--- src/hw/rtl/sgre_pkg.sv ---
`default_nettype none

package sgre_pkg;

  // default beam index width
  localparam int BEAM_INDEX_BITS_DEF = 10;

  localparam int RANGE_W  = 16;
  localparam int OFFSET_W = 11;
  localparam int CFG_BEAM_W = 10;

  // register map, word index
  localparam logic [1:0] REG_RANGE_LIMIT   = 2'd0;
  localparam logic [1:0] REG_GAP_THRESHOLD = 2'd1;
  localparam logic [1:0] REG_FIRST_BEAM    = 2'd2;
  localparam logic [1:0] REG_CENTER_BEAM   = 2'd3;

  // register reset values
  localparam logic [RANGE_W-1:0]    RANGE_LIMIT_RST   = 16'd4000;
  localparam logic [RANGE_W-1:0]    GAP_THRESHOLD_RST = 16'd500;
  localparam logic [CFG_BEAM_W-1:0] FIRST_BEAM_RST    = 10'd120;
  localparam logic [CFG_BEAM_W-1:0] CENTER_BEAM_RST   = 10'd360;

  // saturation bounds of a beam offset
  localparam int OFFSET_MAX = 1023;
  localparam int OFFSET_MIN = -1024;

  typedef struct packed {
    logic                       region_valid;
    logic signed [OFFSET_W-1:0] start_beam_offset;
    logic [RANGE_W-1:0]         start_depth_mm;
    logic signed [OFFSET_W-1:0] end_beam_offset;
    logic [RANGE_W-1:0]         end_depth_mm;
    logic                       scan_done;
  } result_t;

  // edge tracking state carried from sample to sample
  typedef struct packed {
    logic [RANGE_W-1:0]         previous_range;
    logic signed [OFFSET_W-1:0] held_edge_offset;
    logic [RANGE_W-1:0]         held_edge_depth;
    logic                       held_edge_rising;
    logic                       edge_seen;
    logic                       window_open;
  } track_t;

  typedef struct packed {
    logic [RANGE_W-1:0]    range_limit;
    logic [RANGE_W-1:0]    gap_threshold;
    logic [CFG_BEAM_W-1:0] first_beam;
    logic [CFG_BEAM_W-1:0] center_beam;
  } cfg_t;

endpackage

`default_nettype wire

--- src/hw/rtl/sgre_step.sv ---
`default_nettype none

module sgre_step #(
  parameter int BEAM_INDEX_BITS = sgre_pkg::BEAM_INDEX_BITS_DEF
) (
  input  var sgre_pkg::cfg_t            cfg,
  input  var sgre_pkg::track_t          track,
  input  wire [BEAM_INDEX_BITS-1:0]     beam,
  input  wire [sgre_pkg::RANGE_W-1:0]   range_mm,
  input  wire                           window_end,
  output sgre_pkg::track_t              track_next,
  output logic [1:0]                    n_results,
  output sgre_pkg::result_t             res0,
  output sgre_pkg::result_t             res1
);

  localparam int DIFF_W = 14;

  function automatic logic signed [sgre_pkg::OFFSET_W-1:0] beam_off(
    input logic [BEAM_INDEX_BITS-1:0]      b,
    input logic [sgre_pkg::CFG_BEAM_W-1:0] c
  );
    logic signed [DIFF_W-1:0] d;
    d = signed'(DIFF_W'(b)) - signed'(DIFF_W'(c));
    if (d > DIFF_W'(sgre_pkg::OFFSET_MAX)) begin
      return sgre_pkg::OFFSET_W'(sgre_pkg::OFFSET_MAX);
    end else if (d < DIFF_W'(sgre_pkg::OFFSET_MIN)) begin
      return sgre_pkg::OFFSET_W'(sgre_pkg::OFFSET_MIN);
    end
    return d[sgre_pkg::OFFSET_W-1:0];
  endfunction

  logic [sgre_pkg::RANGE_W-1:0]         r;
  logic [sgre_pkg::RANGE_W-1:0]         diff;
  logic                                 is_edge;
  logic                                 rising;
  logic                                 emit;
  logic                                 close;
  logic signed [sgre_pkg::OFFSET_W-1:0] off_here;
  logic signed [sgre_pkg::OFFSET_W-1:0] off_prev;
  logic signed [sgre_pkg::OFFSET_W-1:0] eoff;
  sgre_pkg::track_t                     t;
  sgre_pkg::result_t                    emit_res;
  sgre_pkg::result_t                    close_res;
  sgre_pkg::result_t                    marker;

  assign r        = (range_mm > cfg.range_limit) ? cfg.range_limit : range_mm;
  assign off_here = beam_off(beam, cfg.center_beam);
  assign off_prev = beam_off(beam - BEAM_INDEX_BITS'(1), cfg.center_beam);
  assign diff     = (track.previous_range > r) ? track.previous_range - r
                                               : r - track.previous_range;
  assign rising   = track.previous_range < r;
  assign is_edge  = track.window_open && (diff > cfg.gap_threshold);
  assign eoff     = rising ? off_prev : off_here;
  assign emit     = is_edge && (track.edge_seen ? (track.held_edge_rising || !rising)
                                                : !rising);

  always_comb begin
    t = track;
    if (!track.window_open) begin
      t.window_open      = 1'b1;
      t.held_edge_offset = off_here;
      t.held_edge_depth  = r;
      t.held_edge_rising = 1'b0;
      t.edge_seen        = 1'b0;
    end else if (is_edge) begin
      t.held_edge_offset = eoff;
      t.held_edge_depth  = track.previous_range;
      t.held_edge_rising = rising;
      t.edge_seen        = 1'b1;
    end
    t.previous_range = r;
    if (window_end) begin
      t.window_open      = 1'b0;
      t.edge_seen        = 1'b0;
      t.held_edge_rising = 1'b0;
    end
  end

  assign track_next = t;

  // region closed by the end boundary
  always_comb begin
    close = window_end && (!t.edge_seen || t.held_edge_rising);
    // t.edge_seen/held_edge_rising were cleared above on window end, recompute
    if (window_end) begin
      if (!track.window_open) begin
        close = 1'b1;
      end else if (is_edge) begin
        close = rising;
      end else begin
        close = !track.edge_seen || track.held_edge_rising;
      end
    end
  end

  always_comb begin
    emit_res = '{region_valid: 1'b1,
                 start_beam_offset: track.held_edge_offset,
                 start_depth_mm: track.held_edge_depth,
                 end_beam_offset: eoff,
                 end_depth_mm: track.previous_range,
                 scan_done: 1'b0};
    close_res = '{region_valid: 1'b1,
                  start_beam_offset: t.held_edge_offset,
                  start_depth_mm: t.held_edge_depth,
                  end_beam_offset: off_here,
                  end_depth_mm: r,
                  scan_done: 1'b1};
    marker = '0;
    marker.scan_done = 1'b1;

    res0 = emit_res;
    res1 = close_res;
    n_results = 2'd0;
    if (emit && close) begin
      n_results = 2'd2;
    end else if (emit) begin
      n_results = 2'd1;
      res0.scan_done = window_end;
    end else if (close) begin
      n_results = 2'd1;
      res0 = close_res;
    end else if (window_end) begin
      n_results = 2'd1;
      res0 = marker;
    end
  end

endmodule

`default_nettype wire

--- src/hw/rtl/scan_gap_region_extractor_core.sv ---
`default_nettype none

// scan gap region extractor: takes the laser range samples of one scan window in
// beam order (s_tdata = range in mm, s_tlast on the window's last sample), clamps
// each to range_limit, marks a jump above gap_threshold between neighbors as an
// edge and emits the free regions between edges as start/end beam offsets from
// center_beam with their depths. one sample is accepted per clock; the sample is
// evaluated in the cycle it is taken and its results land in a four-entry result
// queue, which drains one region request per cycle. a sample that closes two regions
// (an edge on the window's last sample) pushes two requests, so the sustained rate
// is one sample per cycle as long as the sink keeps up; the input stalls only when
// fewer than two queue entries are free. every window ends with exactly one request
// carrying m_tlast (a bare marker with m_tuser low when no region closes). the user
// must write configuration over apb while the block is idle; that is not enforced.
module scan_gap_region_extractor_core #(
  parameter int BEAM_INDEX_BITS = sgre_pkg::BEAM_INDEX_BITS_DEF
) (
  input  wire        clk,
  input  wire        rst,
  // sample stream
  input  wire        s_tvalid,
  output logic       s_tready,
  input  wire [15:0] s_tdata,   // [15:0] range_mm
  input  wire        s_tlast,   // window_end
  // region stream
  output logic       m_tvalid,
  input  wire        m_tready,
  output logic [55:0] m_tdata,  // [10:0] start_beam_offset, [26:11] start_depth_mm,
                                // [37:27] end_beam_offset, [53:38] end_depth_mm, pad
  output logic       m_tlast,   // scan_done
  output logic       m_tuser,   // region_valid
  // configuration
  input  wire        psel,
  input  wire        penable,
  input  wire        pwrite,
  input  wire [3:0]  paddr,
  input  wire [31:0] pwdata,
  output logic [31:0] prdata,
  output logic       pready
);

  localparam int QDEPTH = 4;
  localparam int QPTR_W = $clog2(QDEPTH);

  // configuration registers
  sgre_pkg::cfg_t cfg;
  logic           cfg_wr;

  assign pready = 1'b1;
  assign cfg_wr = psel && penable && pwrite;

  always_ff @(posedge clk) begin
    if (rst) begin
      cfg.range_limit   <= sgre_pkg::RANGE_LIMIT_RST;
      cfg.gap_threshold <= sgre_pkg::GAP_THRESHOLD_RST;
      cfg.first_beam    <= sgre_pkg::FIRST_BEAM_RST;
      cfg.center_beam   <= sgre_pkg::CENTER_BEAM_RST;
    end else if (cfg_wr) begin
      case (paddr[3:2])
        sgre_pkg::REG_RANGE_LIMIT:   cfg.range_limit   <= pwdata[15:0];
        sgre_pkg::REG_GAP_THRESHOLD: cfg.gap_threshold <= pwdata[15:0];
        sgre_pkg::REG_FIRST_BEAM:    cfg.first_beam    <= pwdata[9:0];
        sgre_pkg::REG_CENTER_BEAM:   cfg.center_beam   <= pwdata[9:0];
        default: ;
      endcase
    end
  end

  always_comb begin
    case (paddr[3:2])
      sgre_pkg::REG_RANGE_LIMIT:   prdata = {16'd0, cfg.range_limit};
      sgre_pkg::REG_GAP_THRESHOLD: prdata = {16'd0, cfg.gap_threshold};
      sgre_pkg::REG_FIRST_BEAM:    prdata = {22'd0, cfg.first_beam};
      sgre_pkg::REG_CENTER_BEAM:   prdata = {22'd0, cfg.center_beam};
      default:                     prdata = '0;
    endcase
  end

  // edge tracking state and beam counter
  sgre_pkg::track_t             track;
  sgre_pkg::track_t             track_next;
  logic [BEAM_INDEX_BITS-1:0]   beam_counter;
  logic [1:0]                   n_results;
  sgre_pkg::result_t            res0;
  sgre_pkg::result_t            res1;
  logic                         in_take;

  assign in_take = s_tvalid && s_tready;

  sgre_step #(
    .BEAM_INDEX_BITS(BEAM_INDEX_BITS)
  ) u_step (
    .cfg        (cfg),
    .track      (track),
    .beam       (beam_counter),
    .range_mm   (s_tdata),
    .window_end (s_tlast),
    .track_next (track_next),
    .n_results  (n_results),
    .res0       (res0),
    .res1       (res1)
  );

  always_ff @(posedge clk) begin
    if (rst) begin
      track        <= '0;
      beam_counter <= BEAM_INDEX_BITS'(sgre_pkg::FIRST_BEAM_RST);
    end else if (in_take) begin
      track <= track_next;
      // the counter restarts at first_beam once a window closes
      if (s_tlast) begin
        beam_counter <= BEAM_INDEX_BITS'(cfg.first_beam);
      end else begin
        beam_counter <= beam_counter + BEAM_INDEX_BITS'(1);
      end
    end
  end

  // result queue: up to two pushes per sample, one pop per cycle
  sgre_pkg::result_t q [QDEPTH];
  logic [QPTR_W-1:0] wr_ptr;
  logic [QPTR_W-1:0] rd_ptr;
  logic [QPTR_W:0]   count;
  logic [1:0]        n_push;
  logic              pop;

  assign n_push   = in_take ? n_results : 2'd0;
  assign pop      = m_tvalid && m_tready;
  // room for the worst case of two results
  assign s_tready = count <= (QPTR_W + 1)'(QDEPTH - 2);

  always_ff @(posedge clk) begin
    if (n_push != 2'd0) begin
      q[wr_ptr] <= res0;
    end
    if (n_push == 2'd2) begin
      q[wr_ptr + QPTR_W'(1)] <= res1;
    end
  end

  always_ff @(posedge clk) begin
    if (rst) begin
      wr_ptr <= '0;
      rd_ptr <= '0;
      count  <= '0;
    end else begin
      wr_ptr <= wr_ptr + QPTR_W'(n_push);
      if (pop) begin
        rd_ptr <= rd_ptr + QPTR_W'(1);
      end
      count <= count + (QPTR_W + 1)'(n_push) - (QPTR_W + 1)'(pop);
    end
  end

  sgre_pkg::result_t head;

  assign head     = q[rd_ptr];
  assign m_tvalid = count != '0;
  assign m_tuser  = head.region_valid;
  assign m_tlast  = head.scan_done;
  assign m_tdata  = {2'b00, head.end_depth_mm, head.end_beam_offset,
                     head.start_depth_mm, head.start_beam_offset};

endmodule

`default_nettype wire
--- config.mk ---
export PLATFORM = sky130hd
export DESIGN_NAME = scan_gap_region_extractor_core
export DESIGN_NICKNAME = d
export VERILOG_FILES = /design/src/hw/rtl/sgre_pkg.sv /design/src/hw/rtl/sgre_step.sv /design/src/hw/rtl/scan_gap_region_extractor_core.sv
export SDC_FILE = /design/constraint.sdc
export NUM_CORES = 1
export LEC_CHECK = 0
export BUFFER_PORTS_ARGS = -buffer_cell sky130_fd_sc_hd__buf_4
export CAP_MARGIN = 10
export CORE_UTILIZATION = 43
export CTS_CLUSTER_SIZE = 24
export DETAILED_ROUTE_END_ITERATION = 10
export GPL_TIMING_DRIVEN = 1
export PLACE_DENSITY_LB_ADDON = 0.12
export SYNTH_ARGS = -nofsm -noshare
export SYNTH_HDL_FRONTEND = slang
export SYNTH_SLANG_ARGS = --single-unit
--- constraint.sdc ---
create_clock -name clk -period 8.5 [get_ports clk]
set_input_delay 0 -clock clk [delete_from_list [all_inputs] [get_ports clk]]
set_output_delay 0 -clock clk [all_outputs]
set_load 0.005 [all_outputs]
==> results of run 1 <==
-- where the power goes --
| group | switching (mW) | total, mW | internal, mW |
|---|---|---|---|
| Sequential | 0.150 | 2.07 | 1.92 |
| Combinational | 1.20 | 2.06 | 0.860 |
| Clock | 0.675 | 1.57 | 0.896 |
| Total | 2.03 | 5.70 | 3.67 |
-- critical path: cells and delay by family (launching register included) --
family          cells  cell delay [ns]
xor+xnor            2             0.31
buf+inv             5             0.66
simple gates        7             1.28
flops               1             0.40
fa+ha+maj           6             1.97
mux                 1             0.36
compound gates     12             2.80
-- metrics by stage --
step,instances,power [mW],utilization (%)
after floorplan,1834,3.381,-
after global placement,2459,4.105,47.19
after detailed placement,2459,4.126,47.19
after CTS,2555,5.710,50.42
after global routing,2555,5.992,50.44
final,2555,5.696,50.44
-- routing by layer --
layer / track usage, % / share of wire (%) / routed length [um]
met2: 40.24 / 45 / 26960
met4: 8.000 / 2.6 / 1581
met5: 0 / 0 / 0
met3: 5.166 / 8.2 / 4920
met1: 36.11 / 44 / 26600
-- layout by cell type (no fill, tap or decap), drive strengths merged, types with 88 or more instances in the layout --
| master | netlist | final |
|---|---|---|
| a21oi | 97 | 97 |
| buf | 77 | 173 |
| dfxtp | 125 | 125 |
| edfxtp | 216 | 216 |
| ha | 88 | 88 |
| inv | 95 | 96 |
| nand2 | 174 | 174 |
| nor2 | 120 | 120 |
| o21ai | 105 | 105 |
| o22ai | 112 | 112 |
-- worst min-delay path by stage --
stage                      from        to  slack [ns]  depth (start not counted)
floorplan             pwdata[3]    cfg[3]        0.13                          2
global placement     pwdata[11]   cfg[47]        0.25                          3
detailed placement   pwdata[11]   cfg[47]        0.25                          3
CTS                 s_tdata[10]  q[3][11]        0.01                          4
global route        s_tdata[10]  q[1][11]        0.03                          4
finish              s_tdata[10]  q[1][11]        0.03                          4
-- cells by family (layout without fill, tap and decap cells) --
kind of cell	after synthesis	after routing	share of synthesized area, %
AOI/OAI and AO/OA	546	546	19.18
and+or+nand+nor	444	444	10.26
DFF	341	341	46.16
buffers and inverters	236	365	5.693
muxes	117	117	10.79
adders and majority gates	93	93	6.169
xor gates and xnor gates	38	38	1.709
other	2	19	0.03857
-- final cells by class --
cell class | count | share of cell area [%]
Clock buffer | 51 | 4.652
Clock inverter | 19 | 0.5920
Multi-Input combinational cell | 1257 | 42.35
Inverter | 96 | 1.608
Sequential cell | 341 | 40.15
Timing Repair Buffer | 199 | 7.350
Tap cell | 592 | 3.306
-- what timing repair did --
action	CTS	global route
gates resized for setup	0	2
setup endpoints to repair	0	2
hold endpoints to repair	97	0
hold buffers	26	0
-- flip-flops by register name, indices dropped and copies added (netlist names), named ones only --
name / cells
count: 3
q: 224
rd_ptr: 2
cfg: 52
beam_counter: 10
wr_ptr: 2
track: 46
==> results.py, run 1 <==
metrics = {
    "clocking": {
        "worstSkewPairLatency_ns": 0.56,
        "cts_buffers": 39,
        "post_cts_buffers": 0,
        "htree_levels": 2,
        "cts-root-buf": "clkbuf_16",
        "cts.sinks": 341,
        "clkTransAtPathRegs_ns": 0.06,
        "cts_tree": "done",
        "cts_buffer_depth": 3,
    },
    "final_layout": {
        "fin_area_um2": 22400,
        "drive_gt1_share_pct": 17.58,
        "n_fill_cell": 3989,
        "fin_nets": 2087,
        "multiInputGateArea_um2": 9487,
        "area_growth_pct": 15.06,
        "seqCellArea_um2": 8994,
        "diodes": 0,
    },
    "route": {
        "drtPass1Iterations": 5,
        "routed_via_density": 6.029,
        "vias": 15400,
        "antenna_left": 0,
        "drtIter0Drc": 1498,
        "drcViolationCount": 0,
        "wl_per_cell_um": 23.51,
        "drt-total-wl_mm": 60.07,
    },
    "critical_path": {
        "crit_type": "flip-flop to flip-flop",
        "worst_setup_path_end_kind": "flip-flop",
        "worstPathArrival_ns": 8.36,
        "crit_end": "count[2]",
        "crit_slowest_cell": "ha_1",
        "slowest_delay_ns": 0.48,
        "worstPathMaxFanout": 12,
        "r2r-start": "cfg[37]",
        "reg2reg_slack_ns": 0.54,
        "setup.worst_path.start": "cfg[37]",
        "worstReg2RegEnd": "count[2]",
        "rr_worst_depth": 33,
        "worstPathRequired_ns": 8.90,
        "start_kind": "flip-flop",
        "critPathMostFrequentCell": "ha_1",
    },
    "job": {
        "cap_violations": 0,
    },
    "run_status": {
        "status": "finished clean",
    },
    "timing": {
        "tightest_slew_ns": 1.067,
        "fin_crit_sh_pct": 93.60,
        "setup_violations": 0,
        "timing.final.max_slew_violations": 0,
        "fin_crit_ns": 7.956,
        "fin_setup_tns_ns": 0,
        "whs_ns": 0.02926,
        "worst_slack_ns": 0.5440,
        "hold_viol_final": 0,
        "clock.fmax_ghz": 0.1257,
        "rsz0062_at_grt": "false",
        "slew_headroom_pct": 28.55,
        "fin_worst_skew_ns": 0.01763,
    },
    "floorplan": {
        "fp-row-count": 77,
        "core_um2": 44410,
        "io_pins": 153,
        "fp.dieH_um": 214.8,
        "die_w_um": 214.8,
        "dieArea_um2": 46140,
        "start_util_pct": 43.84,
    },
    "global_routing": {
        "overflow": 0,
        "grt_max_degree": 73,
        "first_global_vias": 15100,
        "grtUsageTotal_pct": 25.82,
        "antenna_found_initial": 0,
        "grt_pass1_wl_mm": 90.74,
    },
    "placement": {
        "portBuffers": 115,
        "gp_congestion": 0.9018,
        "placed_area_um2": 20960,
        "pre_cts_slack_ns": 0.4863,
        "dpl.hpwl_mm": 41.22,
    },
    "synthesis": {
        "yosysWarnings": 0,
        "async_reset_ff_share_pct": 0,
        "synth.area.top_cells": "edfxtp_1 (33%), dfxtp_1 (13%), mux4_2 (7.6%)",
        "synth-seq-cells": 341,
        "syn-mean-instance-area_um2": 10.72,
        "synth_top_area_share_pct": 33.31,
        "synth_edf_count": 216,
        "syn_inst": 1817,
        "synthesis.area_um2": 19470,
        "synth-main-ff-cell": "edfxtp_1",
        "synth_top_area_cell": "edfxtp_1",
        "netlist_top_cells_count": "edfxtp_1 (216), nand2_1 (174), dfxtp_1 (125)",
        "yosysMostFrequentCell": "edfxtp_1",
        "ys_types": 84,
        "yosysSeqAreaShare_pct": 46.16,
    },
    "worst_hold_path": {
        "hp-class": "input pin to flip-flop",
    },
    "power": {
        "p_leak_nw": 7.790,
        "p_per_area_nw_per_um2": 254.3,
        "peakVddDrop_uv": 226.1,
    },
}
Power figures use the tool's default switching activity.
==> run 2: changes to the inputs <==
--- a/config.mk
+++ b/config.mk
@@ -8,10 +8,10 @@
 export BUFFER_PORTS_ARGS = -buffer_cell sky130_fd_sc_hd__buf_4
 export CAP_MARGIN = 10
 export CORE_UTILIZATION = 43
+export CTS_CLUSTER_DIAMETER = 50
 export CTS_CLUSTER_SIZE = 24
 export DETAILED_ROUTE_END_ITERATION = 10
-export GPL_TIMING_DRIVEN = 1
-export PLACE_DENSITY_LB_ADDON = 0.12
+export GPL_TIMING_DRIVEN = 0
 export SYNTH_ARGS = -nofsm -noshare
 export SYNTH_HDL_FRONTEND = slang
 export SYNTH_SLANG_ARGS = --single-unit
==> results.py, run 2 (synthesis results as in run 1) <==
metrics = {
    "run_status": {
        "status": "finished clean",
    },
    "floorplan": {
        "die_w_um": 214.8,
        "dieArea_um2": 46140,
        "fp.dieH_um": 214.8,
        "fp-row-count": 77,
        "start_util_pct": 43.84,
        "io_pins": 153,
        "core_um2": 44410,
    },
    "timing": {
        "timing.final.max_slew_violations": 0,
        "slew_headroom_pct": 19.96,
        "fin_crit_sh_pct": 95.64,
        "setup_violations": 0,
        "hold_viol_final": 0,
        "tightest_slew_ns": 1.193,
        "fin_setup_tns_ns": 0,
        "fin_crit_ns": 8.129,
        "clock.fmax_ghz": 0.1230,
        "rsz0062_at_grt": "false",
        "fin_worst_skew_ns": 0.03575,
    },
    "worst_hold_path": {
        "hp-class": "input pin to flip-flop",
    },
    "route": {
        "routed_via_density": 6.071,
        "antenna_left": 0,
        "drtPass1Iterations": 5,
        "drt-total-wl_mm": 64.33,
        "drcViolationCount": 0,
        "vias": 16160,
        "wl_per_cell_um": 24.17,
        "drtIter0Drc": 1645,
    },
    "global_routing": {
        "first_global_vias": 15860,
        "grt_pass1_wl_mm": 96.92,
        "antenna_found_initial": 0,
        "overflow": 0,
        "grt_max_degree": 51,
        "grtUsageTotal_pct": 27.74,
    },
    "final_layout": {
        "n_fill_cell": 3945,
        "diodes": 0,
        "largest-register": "q",
        "drive_gt1_share_pct": 18.99,
        "final_common_cell": "edfxtp_1",
        "largest_reg_flops": 224,
        "final_cell_mix": "edfxtp_1 (216), nand2_1 (170), buf_4 (149)",
        "top_regs": "q: 224 flops, cfg: 52 flops, track: 46 flops",
        "fin_area_um2": 23270,
        "area_growth_pct": 19.50,
        "fin_nets": 2192,
    },
    "critical_path": {
        "start_kind": "flip-flop",
        "path_buf_inv": 7,
        "worst_setup_path_end_kind": "flip-flop",
        "slowest_delay_ns": 0.44,
        "crit_slowest_cell": "dfxtp_1",
        "worstPathMaxFanout": 10,
        "critPathMostFrequentCell": "ha_1",
        "worstPathArrival_ns": 8.56,
        "crit_type": "flip-flop to flip-flop",
        "critical-path-top-delay-family": "compound AO/OA/AOI/OAI gates",
        "worstPathRequired_ns": 8.93,
    },
    "power": {
        "peakVddDrop_uv": 183.6,
        "p_leak_nw": 8.103,
        "p_per_area_nw_per_um2": 258.5,
    },
    "job": {
        "cap_violations": 0,
    },
    "placement": {
        "dpl.hpwl_mm": 47.29,
        "portBuffers": 113,
        "gp_congestion": 0.9731,
        "placed_area_um2": 21260,
    },
    "clocking": {
        "worstSkewPairLatency_ns": 0.58,
        "clkTransAtPathRegs_ns": 0.06,
        "cts.sinks": 341,
        "cts_tree": "done",
        "cts_buffers": 39,
        "cts-root-buf": "clkbuf_16",
        "htree_levels": 2,
        "cts_buffer_depth": 3,
    },
}
run 2: cell types whose count changed in the layout (fill, tap and decap cells not counted), moves of 5 or more:
| cell | change |
|---|---|
| mux2i_1 | -6 |
| buf_6 | +13 |
| clkinv_1 | -9 |
| clkbuf_1 | +51 |
| nand2_2 | -5 |
| dlygate4sd3_1 | +10 |
| buf_2 | +22 |
| mux2i_4 | +7 |
| buf_1 | +16 |
| buf_12 | -5 |
| buf_4 | -17 |
run 2: per-stage QoR:
stage | util, % | hold slack, ns | power (mW) | instances | worst slack [ns]
after floorplan | - | 0.1251 | 3.381 | 1834 | 0.7412
after global placement | 47.56 | 0.2432 | 4.145 | 2539 | -2.832
after detailed placement | 47.88 | 0.2491 | 4.187 | 2543 | -0.8677
after CTS | 51.99 | 0.006694 | 5.951 | 2654 | 0.02277
after global routing | 52.39 | 0.06085 | 6.288 | 2662 | 0.04922
final | 52.39 | 0.02003 | 6.013 | 2662 | 0.3707
run 2: area by class of cell:
class / count / area, um^2 / area share (%)
buffer: 139 / 763.2 / 3.280
clock buffer: 44 / 1026 / 4.410
clock inverter: 28 / 300.3 / 1.291
inverter: 96 / 360.3 / 1.549
multi-input combinational: 1257 / 9659 / 41.51
sequential: 341 / 8989 / 38.63
tap: 592 / 740.7 / 3.183
timing repair buffer: 165 / 1429 / 6.141
run 2: metal layers:
| layer | share of wire [%] | up-vias | GRT usage [%] |
|---|---|---|---|
| met5 | 0 | - | 0 |
| met4 | 2.8 | 0 | 8.595 |
| met3 | 8.1 | 97 | 4.657 |
| met2 | 46 | 828 | 44.35 |
| met1 | 43 | 7909 | 38.43 |
| li1 | - | 7328 | - |
run 2: final timing paths:
kind	from	endpoint	slack (ns)	cells past startpoint
min reg2reg	cfg[34]	cfg[34]	0.48	2
max reg2reg	cfg[37]	count[2]	0.37	36
min	m_tready	rd_ptr[0]	0.02	4
max	cfg[37]	count[2]	0.37	36
run 2: worst register-to-register path, delay by kind of cell, from the launching register on:
kind | cells | cell delay (ns)
buffers and inverters | 7 | 0.93
AND/OR/NAND/NOR | 6 | 1.33
XOR/XNOR | 2 | 0.39
multiplexers | 1 | 0.25
AO/OA/AOI/OAI | 13 | 2.69
adder cells (fa/ha/maj) | 7 | 2.01
flip-flops | 1 | 0.44
run 2: what timing repair did:
| action | in CTS | in global routing |
|---|---|---|
| resized for setup | 21 | 22 |
| hold buffers | 36 | 0 |
| pin swaps | 2 | 2 |
| setup endpoints to repair | 457 | 433 |
| endpoints found under the hold margin | 126 | 0 |
| setup buffers | 3 | 8 |
run 2: power by group:
group	switching [mW]	internal, mW
Clock	0.752	0.988
Sequential	0.123	1.91
Combinational	1.33	0.910
Total	2.20	3.81
==> run 3: changes to the inputs <==
--- a/config.mk
+++ b/config.mk
@@ -11,7 +11,7 @@
 export CTS_CLUSTER_DIAMETER = 50
 export CTS_CLUSTER_SIZE = 24
 export DETAILED_ROUTE_END_ITERATION = 10
-export GPL_TIMING_DRIVEN = 0
+export PLACE_DENSITY = 0.71
 export SYNTH_ARGS = -nofsm -noshare
 export SYNTH_HDL_FRONTEND = slang
 export SYNTH_SLANG_ARGS = --single-unit
==> results.py, run 3 (synthesis results as in run 1) <==
metrics = {
    "run_status": {
        "status": "finished clean",
    },
    "clocking": {
        "cts_tree": "done",
        "htree_levels": 2,
        "clkTransAtPathRegs_ns": 0.06,
        "cts.sinks": 341,
        "worstSkewPairLatency_ns": 0.57,
        "cts-root-buf": "clkbuf_16",
        "cts_buffer_depth": 3,
        "cts_buffers": 38,
    },
    "route": {
        "antenna_left": 0,
        "drtIter0Drc": 1730,
        "drt-total-wl_mm": 58.79,
        "drcViolationCount": 0,
        "wl_per_cell_um": 23.06,
        "routed_via_density": 6.213,
        "drtPass1Iterations": 6,
        "vias": 15840,
    },
    "global_routing": {
        "grtUsageTotal_pct": 25.16,
        "antenna_found_initial": 0,
        "first_global_vias": 15400,
        "grt_max_degree": 74,
        "overflow": 0,
        "grt_pass1_wl_mm": 90.21,
    },
    "placement": {
        "pre_cts_slack_ns": 0.01066,
        "dpl.hpwl_mm": 40.69,
        "gp_congestion": 0.9226,
        "placed_area_um2": 20890,
        "portBuffers": 115,
    },
    "floorplan": {
        "core_um2": 44410,
        "io_pins": 153,
        "dieArea_um2": 46140,
        "fp.dieH_um": 214.8,
        "start_util_pct": 43.84,
        "fp-row-count": 77,
        "die_w_um": 214.8,
    },
    "final_layout": {
        "final_cell_mix": "edfxtp_1 (216), nand2_1 (170), buf_4 (158)",
        "fin_area_um2": 22570,
        "area_growth_pct": 15.92,
        "largest_reg_flops": 224,
        "fin_nets": 2082,
        "diodes": 0,
        "largest-register": "q",
        "final_common_cell": "edfxtp_1",
        "top_regs": "q: 224 flops, cfg: 52 flops, track: 46 flops",
        "drive_gt1_share_pct": 18.34,
    },
    "timing": {
        "rsz0062_at_grt": "false",
        "timing.final.max_slew_violations": 0,
        "fin_setup_tns_ns": 0,
        "fin_crit_ns": 7.935,
        "fin_worst_skew_ns": 0.03249,
        "worst_slack_ns": 0.5650,
        "hold_viol_final": 0,
        "fin_crit_sh_pct": 93.35,
        "clock.fmax_ghz": 0.1260,
        "setup_violations": 0,
        "slew_headroom_pct": 18.76,
        "tightest_slew_ns": 1.218,
    },
    "critical_path": {
        "worstPathRequired_ns": 8.90,
        "crit_slowest_cell": "ha_1",
        "r2r-start": "cfg[37]",
        "slowest_delay_ns": 0.46,
        "worstPathArrival_ns": 8.34,
        "start_kind": "flip-flop",
        "worstReg2RegEnd": "count[2]",
        "worst_setup_path_end_kind": "flip-flop",
        "worstPathMaxFanout": 12,
        "reg2reg_slack_ns": 0.57,
        "rr_worst_depth": 34,
        "setup.worst_path.start": "cfg[37]",
        "critPathMostFrequentCell": "ha_1",
        "crit_end": "count[2]",
        "crit_type": "flip-flop to flip-flop",
    },
    "power": {
        "peakVddDrop_uv": 188.4,
        "p_per_area_nw_per_um2": 259.3,
        "p_leak_nw": 7.854,
    },
    "worst_hold_path": {
        "hp-class": "input pin to flip-flop",
    },
    "job": {
        "cap_violations": 0,
    },
}
run 3: worst max-delay path, delay by kind of cell, from the launching register on:
kind                       cells  cell delay (ns)
adders and majority gates      6             1.97
and+or+nand+nor                9             2.00
AOI/OAI and AO/OA             10             2.10
muxes                          1             0.17
DFF                            1             0.41
xor gates and xnor gates       2             0.31
buffers and inverters          6             0.81
run 3: worst min path at each step:
| stage | from | end | slack, ns | cells past startpoint |
|---|---|---|---|---|
| after floorplan | pwdata[3] | cfg[3] | 0.13 | 2 |
| after global placement | pwdata[11] | cfg[47] | 0.24 | 3 |
| after detailed placement | pwdata[10] | cfg[46] | 0.24 | 3 |
| after CTS | s_tdata[12] | track[42] | 0.006 | 4 |
| after global routing | s_tdata[12] | q[2][13] | 0.04 | 4 |
| final | penable | cfg[36] | 0.03 | 5 |
run 3: area by class of cell:
cell class,count,area [um^2]
fill,3864,21840
multi-input combinational,1257,9500
sequential,341,8994
timing repair buffer,195,1657
clock buffer,42,1030
tap,592,740.7
inverter,96,360.3
clock inverter,27,289.0
run 3: report_power, final:
| group | internal [mW] | switching, mW | total (mW) |
|---|---|---|---|
| registers | 1.91 | 0.138 | 2.05 |
| logic | 0.867 | 1.22 | 2.09 |
| clock network | 0.951 | 0.765 | 1.72 |
run 3: repair_timing:
item,CTS,global route
endpoints found under the hold margin,101,0
hold buffers,27,0
pin swaps,1,3
buffers inserted,3,4
endpoints found under the setup margin,8,200
gates resized for setup,0,4
run 3: metrics by stage:
step	util, %	hold slack (ns)	power (mW)	instances
3_5_place_dp	47.04	0.2402	4.121	2447
4_1_cts	50.70	0.006483	5.838	2546
5_1_grt	50.82	0.03841	6.114	2550
3_3_place_gp	47.04	0.2446	4.086	2447
6_report	50.82	0.03407	5.852	2550
2_1_floorplan	-	0.1251	3.381	1834
run 3: metal layers:
layer,track usage (%),vias to the layer above,share of wire (%)
li1,-,7103,-
met3,4.374,96,10
met4,7.167,0,2.0
met1,35.57,7693,42
met2,39.54,950,45
met5,0,-,0
